<file path="config.mk">
export PLATFORM = sky130hd
export DESIGN_NAME = fat12ct_ctrl
export DESIGN_NICKNAME = d
export VERILOG_FILES = /design/src/hw/rtl/fat12ct_pkg.sv /design/src/hw/rtl/fat12ct_ctrl.sv
export SDC_FILE = /design/constraint.sdc
export NUM_CORES = 1
export LEC_CHECK = 0
export BUFFER_PORTS_ARGS = -buffer_cell sky130_fd_sc_hd__buf_2
export CAP_MARGIN = 20
export CORE_MARGIN = 3
export CORE_UTILIZATION = 55
export DETAILED_ROUTE_END_ITERATION = 8
export HOLD_SLACK_MARGIN = 0.08
export PLACE_DENSITY = 0.8
export SLEW_MARGIN = 10
export SYNTH_ARGS = -nofsm -noshare
export SYNTH_HDL_FRONTEND = slang
export SYNTH_SLANG_ARGS = --single-unit
export TNS_END_PERCENT = 5
</file>
<file path="constraint.sdc">
create_clock -name clk_i -period 4.2 [get_ports clk_i]
set_input_delay 0.63 -clock clk_i [delete_from_list [all_inputs] [get_ports clk_i]]
set_output_delay 0.63 -clock clk_i [all_outputs]
set_load 0.01 [all_outputs]
</file>
<file path="src/hw/rtl/fat12ct_pkg.sv">
package fat12ct_pkg;

  localparam int unsigned CLUSTERS_DEFAULT    = 4096;
  localparam int unsigned TABLE_BYTES_DEFAULT = 6144;

  localparam int unsigned OPCODE_W  = 3;
  localparam int unsigned CLUSTER_W = 12;
  localparam int unsigned COUNT_W   = 13;
  localparam int unsigned BYTE_AW   = 13;
  localparam int unsigned OFFSET_W  = 14;

  localparam logic [CLUSTER_W-1:0] ENTRY_MARK_END    = 12'hFFF;
  localparam logic [CLUSTER_W-1:0] ENTRY_EOC_MIN     = 12'hFF8;
  localparam logic [COUNT_W-1:0]   ENTRY_COUNT_RESET = 13'd4096;
  localparam logic [COUNT_W-1:0]   FIRST_CLUSTER     = 13'd2;

  typedef enum logic [OPCODE_W-1:0] {
    OP_LOAD  = 3'd0,
    OP_READ  = 3'd1,
    OP_GET   = 3'd2,
    OP_SET   = 3'd3,
    OP_ALLOC = 3'd4
  } opcode_e;

  typedef enum logic [2:0] {
    S_IDLE,
    S_EXEC,
    S_CHECK,
    S_RD_HI,
    S_ENTRY,
    S_WR_HI,
    S_BYTE,
    S_EMIT
  } state_e;

  typedef struct packed {
    logic               we;
    logic [BYTE_AW-1:0] waddr;
    logic [7:0]         wdata;
    logic               re;
    logic [BYTE_AW-1:0] raddr;
  } mem_req_t;

  typedef struct packed {
    logic [CLUSTER_W-1:0] entry_value;
    logic [7:0]           byte_out;
    logic                 end_of_chain;
    logic                 ok;
  } result_t;

endpackage

</file>
<file path="src/hw/rtl/fat12ct_ctrl.sv">
module fat12ct_ctrl #(
  parameter int unsigned TABLE_BYTES = 6144
) (
  input  logic                                  clk_i,
  input  logic                                  rst_ni,
  input  logic [fat12ct_pkg::COUNT_W-1:0]       n_eff_i,
  input  logic                                  in_valid_i,
  output logic                                  in_stall_o,
  input  logic [fat12ct_pkg::OPCODE_W-1:0]      opcode_i,
  input  logic [fat12ct_pkg::CLUSTER_W-1:0]     cluster_i,
  input  logic [fat12ct_pkg::CLUSTER_W-1:0]     next_value_i,
  input  logic [fat12ct_pkg::BYTE_AW-1:0]       byte_addr_i,
  input  logic [7:0]                            byte_data_i,
  output fat12ct_pkg::mem_req_t                 mem_req_o,
  input  logic [7:0]                            mem_rdata_i,
  output logic                                  res_valid_o,
  input  logic                                  res_ready_i,
  output fat12ct_pkg::result_t                  res_o
);
  import fat12ct_pkg::*;

  localparam logic [OFFSET_W-1:0] TABLE_END = OFFSET_W'(TABLE_BYTES);

  state_e               state_q, state_d;
  opcode_e              op_q;
  logic [CLUSTER_W-1:0] cluster_q;
  logic [CLUSTER_W-1:0] value_q;
  logic [BYTE_AW-1:0]   baddr_q;
  logic [7:0]           bdata_q;
  logic [COUNT_W-1:0]   cur_q, cur_d;
  logic [7:0]           lo_q, lo_d;
  logic [7:0]           hi_new_q, hi_new_d;
  result_t              res_q, res_d;

  logic                 accept;
  logic [OFFSET_W-1:0]  off;
  logic [OFFSET_W-1:0]  off_p1;
  logic                 fits;
  logic                 byte_in_range;
  logic [CLUSTER_W-1:0] entry;
  logic [CLUSTER_W-1:0] wval;
  logic [7:0]           lo_new;

  assign accept = in_valid_i && (state_q == S_IDLE);

  assign off    = {1'b0, cur_q} + {2'b00, cur_q[COUNT_W-1:1]};
  assign off_p1 = off + OFFSET_W'(1);
  assign fits   = (cur_q < n_eff_i) && (off_p1 < TABLE_END);

  assign byte_in_range = {1'b0, baddr_q} < TABLE_END;

  // odd entries sit in the high 12 bits of the byte pair
  assign entry = cur_q[0] ? {mem_rdata_i, lo_q[7:4]} : {mem_rdata_i[3:0], lo_q};
  assign wval  = (op_q == OP_ALLOC) ? ENTRY_MARK_END : value_q;

  always_comb begin
    if (cur_q[0]) begin
      lo_new   = {wval[3:0], lo_q[3:0]};
      hi_new_d = wval[11:4];
    end else begin
      lo_new   = wval[7:0];
      hi_new_d = {mem_rdata_i[7:4], wval[11:8]};
    end
  end

  always_ff @(posedge clk_i or negedge rst_ni) begin
    if (!rst_ni) begin
      state_q <= S_IDLE;
    end else begin
      state_q <= state_d;
    end
  end

  always_ff @(posedge clk_i) begin
    if (accept) begin
      op_q      <= opcode_e'(opcode_i);
      cluster_q <= cluster_i;
      value_q   <= next_value_i;
      baddr_q   <= byte_addr_i;
      bdata_q   <= byte_data_i;
    end
    cur_q    <= cur_d;
    lo_q     <= lo_d;
    hi_new_q <= (state_q == S_ENTRY) ? hi_new_d : hi_new_q;
    res_q    <= res_d;
  end

  always_comb begin
    state_d     = state_q;
    cur_d       = cur_q;
    lo_d        = lo_q;
    res_d       = res_q;
    mem_req_o   = '0;
    in_stall_o  = 1'b1;
    res_valid_o = 1'b0;

    case (state_q)
      S_IDLE: begin
        in_stall_o = 1'b0;
        if (in_valid_i) begin
          state_d = S_EXEC;
        end
      end

      S_EXEC: begin
        res_d   = '0;
        state_d = S_EMIT;
        case (op_q)
          OP_LOAD: begin
            if (byte_in_range) begin
              mem_req_o.we    = 1'b1;
              mem_req_o.waddr = baddr_q;
              mem_req_o.wdata = bdata_q;
              res_d.ok        = 1'b1;
            end
          end
          OP_READ: begin
            if (byte_in_range) begin
              mem_req_o.re    = 1'b1;
              mem_req_o.raddr = baddr_q;
              state_d         = S_BYTE;
            end
          end
          OP_GET, OP_SET: begin
            cur_d   = {1'b0, cluster_q};
            state_d = S_CHECK;
          end
          OP_ALLOC: begin
            cur_d   = FIRST_CLUSTER;
            state_d = S_CHECK;
          end
          default: begin
            state_d = S_EMIT;
          end
        endcase
      end

      S_CHECK: begin
        if (fits) begin
          mem_req_o.re    = 1'b1;
          mem_req_o.raddr = off[BYTE_AW-1:0];
          state_d         = S_RD_HI;
        end else begin
          state_d = S_EMIT;
        end
      end

      S_RD_HI: begin
        lo_d            = mem_rdata_i;
        mem_req_o.re    = 1'b1;
        mem_req_o.raddr = off_p1[BYTE_AW-1:0];
        state_d         = S_ENTRY;
      end

      S_ENTRY: begin
        state_d = S_EMIT;
        case (op_q)
          OP_GET: begin
            res_d.entry_value  = entry;
            res_d.end_of_chain = entry >= ENTRY_EOC_MIN;
            res_d.ok           = 1'b1;
          end
          OP_SET: begin
            mem_req_o.we    = 1'b1;
            mem_req_o.waddr = off[BYTE_AW-1:0];
            mem_req_o.wdata = lo_new;
            res_d.ok        = 1'b1;
            state_d         = S_WR_HI;
          end
          OP_ALLOC: begin
            if (entry == '0) begin
              mem_req_o.we      = 1'b1;
              mem_req_o.waddr   = off[BYTE_AW-1:0];
              mem_req_o.wdata   = lo_new;
              res_d.entry_value = cur_q[CLUSTER_W-1:0];
              res_d.ok          = 1'b1;
              state_d           = S_WR_HI;
            end else begin
              // advance the scan
              cur_d   = cur_q + COUNT_W'(1);
              state_d = S_CHECK;
            end
          end
          default: begin
            state_d = S_EMIT;
          end
        endcase
      end

      S_WR_HI: begin
        mem_req_o.we    = 1'b1;
        mem_req_o.waddr = off_p1[BYTE_AW-1:0];
        mem_req_o.wdata = hi_new_q;
        state_d         = S_EMIT;
      end

      S_BYTE: begin
        res_d.byte_out = mem_rdata_i;
        res_d.ok       = 1'b1;
        state_d        = S_EMIT;
      end

      S_EMIT: begin
        // hold the result until the output register is free
        res_valid_o = 1'b1;
        if (res_ready_i) begin
          state_d = S_IDLE;
        end
      end

      default: begin
        state_d = S_IDLE;
      end
    endcase
  end

  assign res_o = res_q;

endmodule

</file>
==> results of run 1 <==
[kinds of logic (layout without fill, tap and decap cells)]
logic type / after synthesis / count (layout) / share of synthesized area
AOI/OAI and AO/OA: 156 / 156 / 0.188
xor gates and xnor gates: 31 / 31 / 0.0436
adders and majority gates: 28 / 28 / 0.0575
buffers and inverters: 66 / 217 / 0.0412
DFF: 102 / 102 / 0.490
muxes: 16 / 16 / 0.0257
and+or+nand+nor: 199 / 199 / 0.155
[cell type report]
cell class	instances	area share
clock buffer	9	0.0293
clock inverter	7	0.0166
inverter	33	0.0161
multi-input combinational	430	0.396
sequential	102	0.396
tap	140	0.0228
timing repair buffer	168	0.123
[placed cells by master (no fill, tap or decap), types with 16 or more instances in the layout]
| cell type | count |
|---|---|
| buf_2 | 132 |
| edfxtp_1 | 99 |
| nand2_1 | 60 |
| nor2_1 | 55 |
| o21ai_0 | 33 |
| inv_1 | 32 |
| buf_4 | 31 |
| a21oi_1 | 26 |
| ha_1 | 23 |
| xnor2_1 | 18 |
| mux2i_1 | 16 |
[registers in the layout, indices dropped and copies added, names as in the netlist]
register	flops
baddr_q	13
bdata_q	8
cluster_q	12
cur_q	13
hi_new_q	8
lo_q	8
op_q	3
res_o	22
state_q	3
value_q	12
[through the flow]
| stage | utilization | setup slack [ns] | hold WS, ns | area, sq um |
|---|---|---|---|---|
| final | 0.704 | -0.179 | 0.447 | 7700 |
| after global routing | 0.704 | -0.375 | 0.429 | 7700 |
| after CTS | 0.698 | -0.198 | 0.435 | 7630 |
| after detailed placement | 0.655 | 0.0473 | 0.447 | 7170 |
| after global placement | 0.655 | 0.193 | 0.445 | 7170 |
| after floorplan | - | 0.235 | 0.334 | 6220 |
[per-layer routing]
| layer | vias up | share of wire | GRT usage |
|---|---|---|---|
| li1 | 2533 | - | - |
| met1 | 2558 | 0.43 | 0.374 |
| met2 | 267 | 0.47 | 0.421 |
| met3 | 27 | 0.080 | 0.0593 |
| met4 | 0 | 0.021 | 0.0889 |
| met5 | - | 0 | 0 |
[what timing repair did]
action,4_1_cts,5_1_grt
resized for setup,15,13
pin swaps,8,5
hold endpoints to repair,3,0
setup endpoints to repair,15,16
hold buffers,1,0
setup buffers,4,0
[worst min-delay path by stage]
stage | slack, ns | end | start | cells past startpoint
after floorplan | 0.33 | state_q[0] | rst_ni | 0
after global placement | 0.45 | state_q[2] | rst_ni | 1
after detailed placement | 0.45 | state_q[2] | rst_ni | 1
after CTS | 0.43 | value_q[5] | next_value_i[5] | 1
after global routing | 0.43 | bdata_q[2] | byte_data_i[2] | 1
final | 0.45 | bdata_q[5] | byte_data_i[5] | 1
[report_power, final]
part           switching [W]  internal, W
Clock               0.000380     0.000592
Combinational       0.000800     0.000533
Sequential          0.000125      0.00132
Total                0.00130      0.00245
==> results_dict.tcl, run 1 <==
set metrics [dict create \
    status "finished, violations left" \
    violations "setup timing" \
    clock_sinks 102 \
    ir_drop_v 0.000348 \
    avgSynthCellArea_sq_um 10.4 \
    io_buffer_count 132 \
    rows 38 \
    setup_viol 14 \
    wire_per_inst_um 18.7 \
    cp_slowest_stage_delay_ns 0.57 \
    min_period_over_period 1.04 \
    clock_latency_ns 0.35 \
    ant_nets 0 \
    ys_seq_area_frac 0.490 \
    area_growth_pct 23.7 \
    crit_cells 13 \
    antenna_found_initial 0 \
    worstReg2RegEnd "state_q[2]" \
    synth-edff-count 99 \
    clock_path_buffers 2 \
    final_hold_viol_count 0 \
    grt-ovfl-total 0 \
    r2r_cells 13 \
    critPathCapture "mem_req_o[3]" \
    synthDistinctLibCells 67 \
    crit_family "simple AND/OR/NAND/NOR gates" \
    reg2reg_slack_ns 0.80 \
    fin_setup_tns_ns -1.87 \
    ys_ff_latch 102 \
    required_ns 3.57 \
    regArea_sq_um 3050 \
    die_y_um 112 \
    leakage_nw 3.19 \
    drt-pass1-iter-count 7 \
    cp-startpoint "cur_q[2]" \
    crit_type "register to output port" \
    coreArea_sq_um 10900 \
    worst-path-buf-inv 3 \
    synth_area_sq_um 6220 \
    io_pins 133 \
    synth_area_leader_cell "edfxtp_1" \
    timing.rr.start "cur_q[1]" \
    drv_cap 0 \
    nNetsFinal 845 \
    drtIter0Drc 453 \
    cp-start-kind "register" \
    critPathArrivalTime_ns 3.75 \
    pwr_density_cell_nw_per_um2 488 \
    dp_cells 868 \
    dieArea_sq_um 12600 \
    dp_hpwl_mm 12.4 \
    power.total_w 0.00375 \
    grt_first_pass_wirelength_mm 26.9 \
    antenna_cells 0 \
    slew_violations 0 \
    ys_top_cells_by_count "edfxtp_1, nand2_1, nor2_1, inv_1, o21ai_0" \
    max_freq_mhz 228 \
    hp-class "input pin to register" \
    syn_inst 598 \
    fin_skew_ns 0.00764 \
    synth_nets 699 \
    drt-total-wl_mm 16.6 \
    critical_path.max_fanout 6 \
    grt_pass1_vias 5205 \
    fp.dieW_um 112 \
    vias 5385 \
    fillers 825 \
    synthFlopType "edfxtp_1" \
    finalCriticalPeriod_ns 4.38 \
    multi_input_area_sq_um 3050 \
    worst_pin_slew_ns 1.02 \
    worst_setup_path_end_kind "output port" \
    fin_cells 889 \
    synth.area.top_cells "edfxtp_1, ha_1, nand2_1" \
    cts_tree "done" \
    path_clk_slew_ns 0.07 \
    initial_core_util 0.569 \
    rsz0062_at_grt "true" \
    drive_gt1_frac 0.299 \
    grt_usage 0.268 \
    yosysWarnings 0 \
    fin_ws_ns -0.179 \
    cts_buffers 9 \
    synth_top_area_frac 0.478 \
    drcViolationCount 0 \
    cp_cell_sequence "buf_4 -> ha_1 -> a211oi_4 -> nor2_1 -> xnor2_2 -> or4_4 -> nor4_4 -> and3_4 -> o32ai_4 -> o21ai_4 -> buf_6 -> o221ai_2 -> buf_2" \
    slowest_stage "or4_4" \
    avgViaCountPerCell 6.06 \
    async_flop_share 0.0294 \
    yosysMostFrequentCell "edfxtp_1" \
    grt_max_degree 50 \
    htreeDepth 3 \
    slew-limit-headroom 0.320 \
    cts-root-buf "clkbuf_16" \
    gp_congestion 0.873 \
]
No activity file was read; power rests on OpenSTA's default activity.
==> inputs of run 2 (changes only) <==
Settings changed: PLACE_DENSITY 0.8 to 0.88.
==> results_dict.tcl, run 2 (synthesis gave the netlist of run 1 again) <==
set metrics [dict create \
    status "finished, violations left" \
    violations "setup timing" \
    drv_cap 0 \
    antenna_found_initial 0 \
    clock_latency_ns 0.36 \
    grt_usage 0.272 \
    coreArea_sq_um 10900 \
    ir_drop_v 0.000346 \
    worst_pin_slew_ns 0.955 \
    min_period_over_period 1.07 \
    largest_reg_flops 22 \
    fin_setup_tns_ns -3.97 \
    final_hold_viol_count 0 \
    cp-start-kind "register" \
    grt_max_degree 50 \
    clock_sinks 102 \
    crit_family "simple AND/OR/NAND/NOR gates" \
    vias 5578 \
    clock_path_buffers 2 \
    initial_core_util 0.569 \
    cts_tree "done" \
    final_cell_mix "buf_2, edfxtp_1, nand2_1" \
    rows 38 \
    io_pins 133 \
    fp.dieW_um 112 \
    dpl_cell_area_sq_um 7130 \
    htreeDepth 3 \
    drtIter0Drc 516 \
    grt-ovfl-total 0 \
    worst_setup_path_end_kind "output port" \
    grt_first_pass_wirelength_mm 27.4 \
    grt_pass1_vias 5376 \
    fin_skew_ns 0.00997 \
    path_clk_slew_ns 0.07 \
    cp_slowest_stage_delay_ns 0.61 \
    worst-path-buf-inv 3 \
    required_ns 3.57 \
    final_common_cell "buf_2" \
    wire_per_inst_um 19.5 \
    die_y_um 112 \
    leakage_nw 3.23 \
    pwr_density_cell_nw_per_um2 468 \
    dp_hpwl_mm 12.4 \
    io_buffer_count 132 \
    fin_ws_ns -0.309 \
    drive_gt1_frac 0.329 \
    setup_viol 15 \
    final_area_sq_um 7870 \
    crit_type "register to output port" \
    cts_buffers 9 \
    fillers 745 \
    cp_common_cell "nor3_2" \
    slew_violations 0 \
    drt-pass1-iter-count 6 \
    cts-root-buf "clkbuf_16" \
    slowest_stage "or4b_4" \
    avgViaCountPerCell 6.20 \
    area_growth_pct 26.5 \
    drt-total-wl_mm 17.5 \
    max_freq_mhz 222 \
    critical_path.max_fanout 6 \
    hp-class "input pin to register" \
    rsz0062_at_grt "true" \
    cp_cell_sequence "ha_2 -> inv_2 -> fa_2 -> nand2b_4 -> a211o_1 -> nor3_2 -> a311oi_4 -> or4b_4 -> nor3_2 -> o211a_4 -> o21ai_4 -> clkbuf_16 -> o21ai_1 -> buf_2" \
    antenna_cells 0 \
    ant_nets 0 \
    drcViolationCount 0 \
    nNetsFinal 855 \
    critPathArrivalTime_ns 3.88 \
    slew-limit-headroom 0.361 \
    finalCriticalPeriod_ns 4.51 \
    gp_congestion 0.908 \
    dieArea_sq_um 12600 \
]
run 2: timing repair:
| action | 4_1_cts | 5_1_grt |
|---|---|---|
| pin swaps | 6 | 22 |
| hold buffers | 1 | 0 |
| cloned | 0 | 1 |
| hold endpoints to repair | 3 | 0 |
| gates resized for setup | 6 | 42 |
| setup buffers | 5 | 14 |
| setup endpoints to repair | 17 | 18 |
run 2: area by class of cell:
| cell class | instances | area [sq um] | share of cell area |
|---|---|---|---|
| Inverter | 33 | 124 | 0.0157 |
| Multi-Input combinational cell | 430 | 3200 | 0.407 |
| Tap cell | 140 | 175 | 0.0223 |
| Timing Repair Buffer | 178 | 1040 | 0.132 |
| Clock buffer | 10 | 229 | 0.0291 |
| Clock inverter | 6 | 52.6 | 0.00668 |
| Sequential cell | 102 | 3050 | 0.387 |
run 2: report_power, final:
| group | leakage (nW) | total (W) | switching (W) | internal (W) |
|---|---|---|---|---|
| clock network | 0.137 | 0.000804 | 0.000391 | 0.000414 |
| registers | 0.940 | 0.00145 | 0.000128 | 0.00132 |
| logic | 2.16 | 0.00143 | 0.000851 | 0.000578 |
run 2: routing by layer:
layer	wire length (um)	vias up	track usage
li1	-	2553	-
met1	6920	2649	0.362
met2	8410	338	0.441
met3	1770	38	0.0620
met4	433	0	0.0994
met5	0	-	0
run 2: worst paths after layout:
kind,start,endpoint,slack (ns),cells after the start
worst max-delay path,cur_q[1],mem_req_o[11],-0.31,14
max in group asynchronous,rst_ni,state_q[0],3.44,2
worst min-delay path,next_value_i[8],value_q[8],0.44,1
worst max register to register,cur_q[1],state_q[2],0.77,13
worst min register to register,cluster_q[9],cur_q[9],0.53,2
min in group asynchronous,rst_ni,state_q[1],0.65,2
run 2: stage by stage:
stage / instances / hold WS [ns] / utilization / setup WS (ns) / power, W
2_1_floorplan: 598 / 0.334 / - / 0.235 / 0.00224
3_3_place_gp: 863 / 0.428 / 0.652 / 0.0947 / 0.00267
3_5_place_dp: 863 / 0.433 / 0.652 / -0.0867 / 0.00272
4_1_cts: 885 / 0.427 / 0.687 / -0.192 / 0.00355
5_1_grt: 899 / 0.432 / 0.720 / -0.428 / 0.00387
6_report: 899 / 0.437 / 0.720 / -0.309 / 0.00369
==> inputs of run 3 (changes only) <==
Settings changed: CTS_BUF_LIST set to sky130_fd_sc_hd__clkbuf_4 sky130_fd_sc_hd__clkbuf_8.
==> results_dict.tcl, run 3 (synthesis gave the netlist of run 1 again) <==
set metrics [dict create \
    cts-root-buf "clkbuf_8" \
    largest_reg_flops 22 \
    finalCriticalPeriod_ns 4.47 \
    violations "setup timing" \
    cp-start-kind "register" \
    swShare 0.381 \
    grt_usage 0.270 \
    max_freq_mhz 224 \
    antenna_cells 0 \
    fp.dieW_um 112 \
    hp-class "input pin to register" \
    power.share.sequential 0.431 \
    drt-pass1-iter-count 5 \
    pwr-share-comb 0.393 \
    drive_gt1_frac 0.294 \
    wire_per_inst_um 18.7 \
    dp_hpwl_mm 12.4 \
    worst_setup_path_end_kind "output port" \
    setup_viol 14 \
    io_buffer_count 132 \
    rsz0062_at_grt "true" \
    slowest_stage "or4b_4" \
    r2r_cells 14 \
    leakage_nw 3.09 \
    drtIter0Drc 542 \
    vias 5361 \
    nNetsFinal 842 \
    grt-ovfl-total 0 \
    cp_slowest_stage_delay_ns 0.58 \
    fin_skew_ns 0.0163 \
    grt_first_pass_wirelength_mm 27.1 \
    path_clk_slew_ns 0.10 \
    final_hold_viol_count 0 \
    grt_max_degree 50 \
    holdPathStages 1 \
    min_period_over_period 1.06 \
    ant_nets 0 \
    drcViolationCount 0 \
    final_area_sq_um 7500 \
    grtUsageMet2 0.439 \
    cts_buffers 9 \
    rows 38 \
    gr-usage-met1 0.358 \
    fin_ws_ns -0.273 \
    required_ns 3.57 \
    critical_path.max_fanout 13 \
    power.total_w 0.00336 \
    antenna_found_initial 0 \
    drv_cap 0 \
    initial_core_util 0.569 \
    final_common_cell "buf_2" \
    coreArea_sq_um 10900 \
    met3_usage 0.0658 \
    ir_drop_v 0.000388 \
    worst_pin_slew_ns 0.911 \
    intPower_w 0.00208 \
    cp_cell_sequence "ha_2 -> inv_1 -> fa_2 -> nand2b_1 -> a211o_1 -> nor3_2 -> a311oi_4 -> or4b_4 -> and3_1 -> o211a_1 -> o21ai_4 -> buf_12 -> o221ai_1 -> buf_2" \
    cts_tree "done" \
    dpl_worst_slack_ns -0.0867 \
    die_y_um 112 \
    clock_sinks 102 \
    busiest_layer "met2" \
    status "finished, violations left" \
    slew-limit-headroom 0.390 \
    slew_violations 0 \
    gp_congestion 0.908 \
    clock_power_share 0.176 \
    clock_path_buffers 2 \
    final_cell_mix "buf_2, edfxtp_1, nand2_1" \
    dpl_cell_area_sq_um 7130 \
    avgViaCountPerCell 6.05 \
    critPathArrivalTime_ns 3.84 \
    crit_type "register to output port" \
    grt_pass1_vias 5343 \
    htreeDepth 3 \
    switching_power_w 0.00128 \
    dieArea_sq_um 12600 \
    io_pins 133 \
    clock_latency_ns 0.39 \
    drt-total-wl_mm 16.6 \
    pwr_density_cell_nw_per_um2 448 \
    area_growth_pct 20.5 \
]
run 3: final timing paths:
check,slack (ns),start,endpoint
hold / removal,0.41,byte_data_i[6],bdata_q[6]
setup / recovery,-0.27,cur_q[1],mem_req_o[5]
hold reg to reg,0.54,cluster_q[9],cur_q[9]
min in group asynchronous,0.62,rst_ni,state_q[1]
setup reg to reg,0.79,cur_q[1],state_q[2]
max in group asynchronous,3.47,rst_ni,state_q[2]
run 3: final cells by class:
cell class	count	area (sq um)
multi-input cells	430	3040
clock buffers	10	131
inverters	33	124
well taps	140	175
clock inverters	6	52.6
fillers	824	3430
repair buffers	165	927
flip-flops and latches	102	3050
run 3: critical path, delay by kind of cell, from the launching register on:
kind / cells / cell delay (ns)
and+or+nand+nor: 4 / 1.16
AOI/OAI and AO/OA: 5 / 0.97
adders and majority gates: 2 / 0.56
DFF: 1 / 0.39
buffers and inverters: 3 / 0.38
run 3: power groups by stage:
stage	Combinational [W]	Clock (W)	Sequential [W]
finish	0.00132	0.000593	0.00145
global placement	0.00120	0	0.00146
CTS	0.00129	0.000602	0.00144
global route	0.00145	0.000650	0.00146
detailed placement	0.00125	0	0.00147
floorplan	0.000800	0	0.00144
run 3: repair_timing:
action,CTS,global route
buffers inserted,5,1
setup endpoints to repair,17,18
pin swaps,6,2
hold buffers,1,0
gates resized for setup,7,17
endpoints found under the hold margin,3,0
run 3: routing by layer:
layer | vias to the layer above | routed length, um
met5 | - | 0
met4 | 0 | 351
met3 | 29 | 1560
met2 | 307 | 7900
met1 | 2504 | 6770
li1 | 2521 | -
run 3: through the flow:
step                      std cells  utilization  setup TNS (ns)  hold WS [ns]
after floorplan                 598            -               0         0.334
final                           886        0.686           -3.10         0.409
after detailed placement        863        0.652          -0.429         0.433
after CTS                       885        0.678           -2.58         0.388
after global placement          863        0.652               0         0.428
after global routing            886        0.686           -5.71         0.387
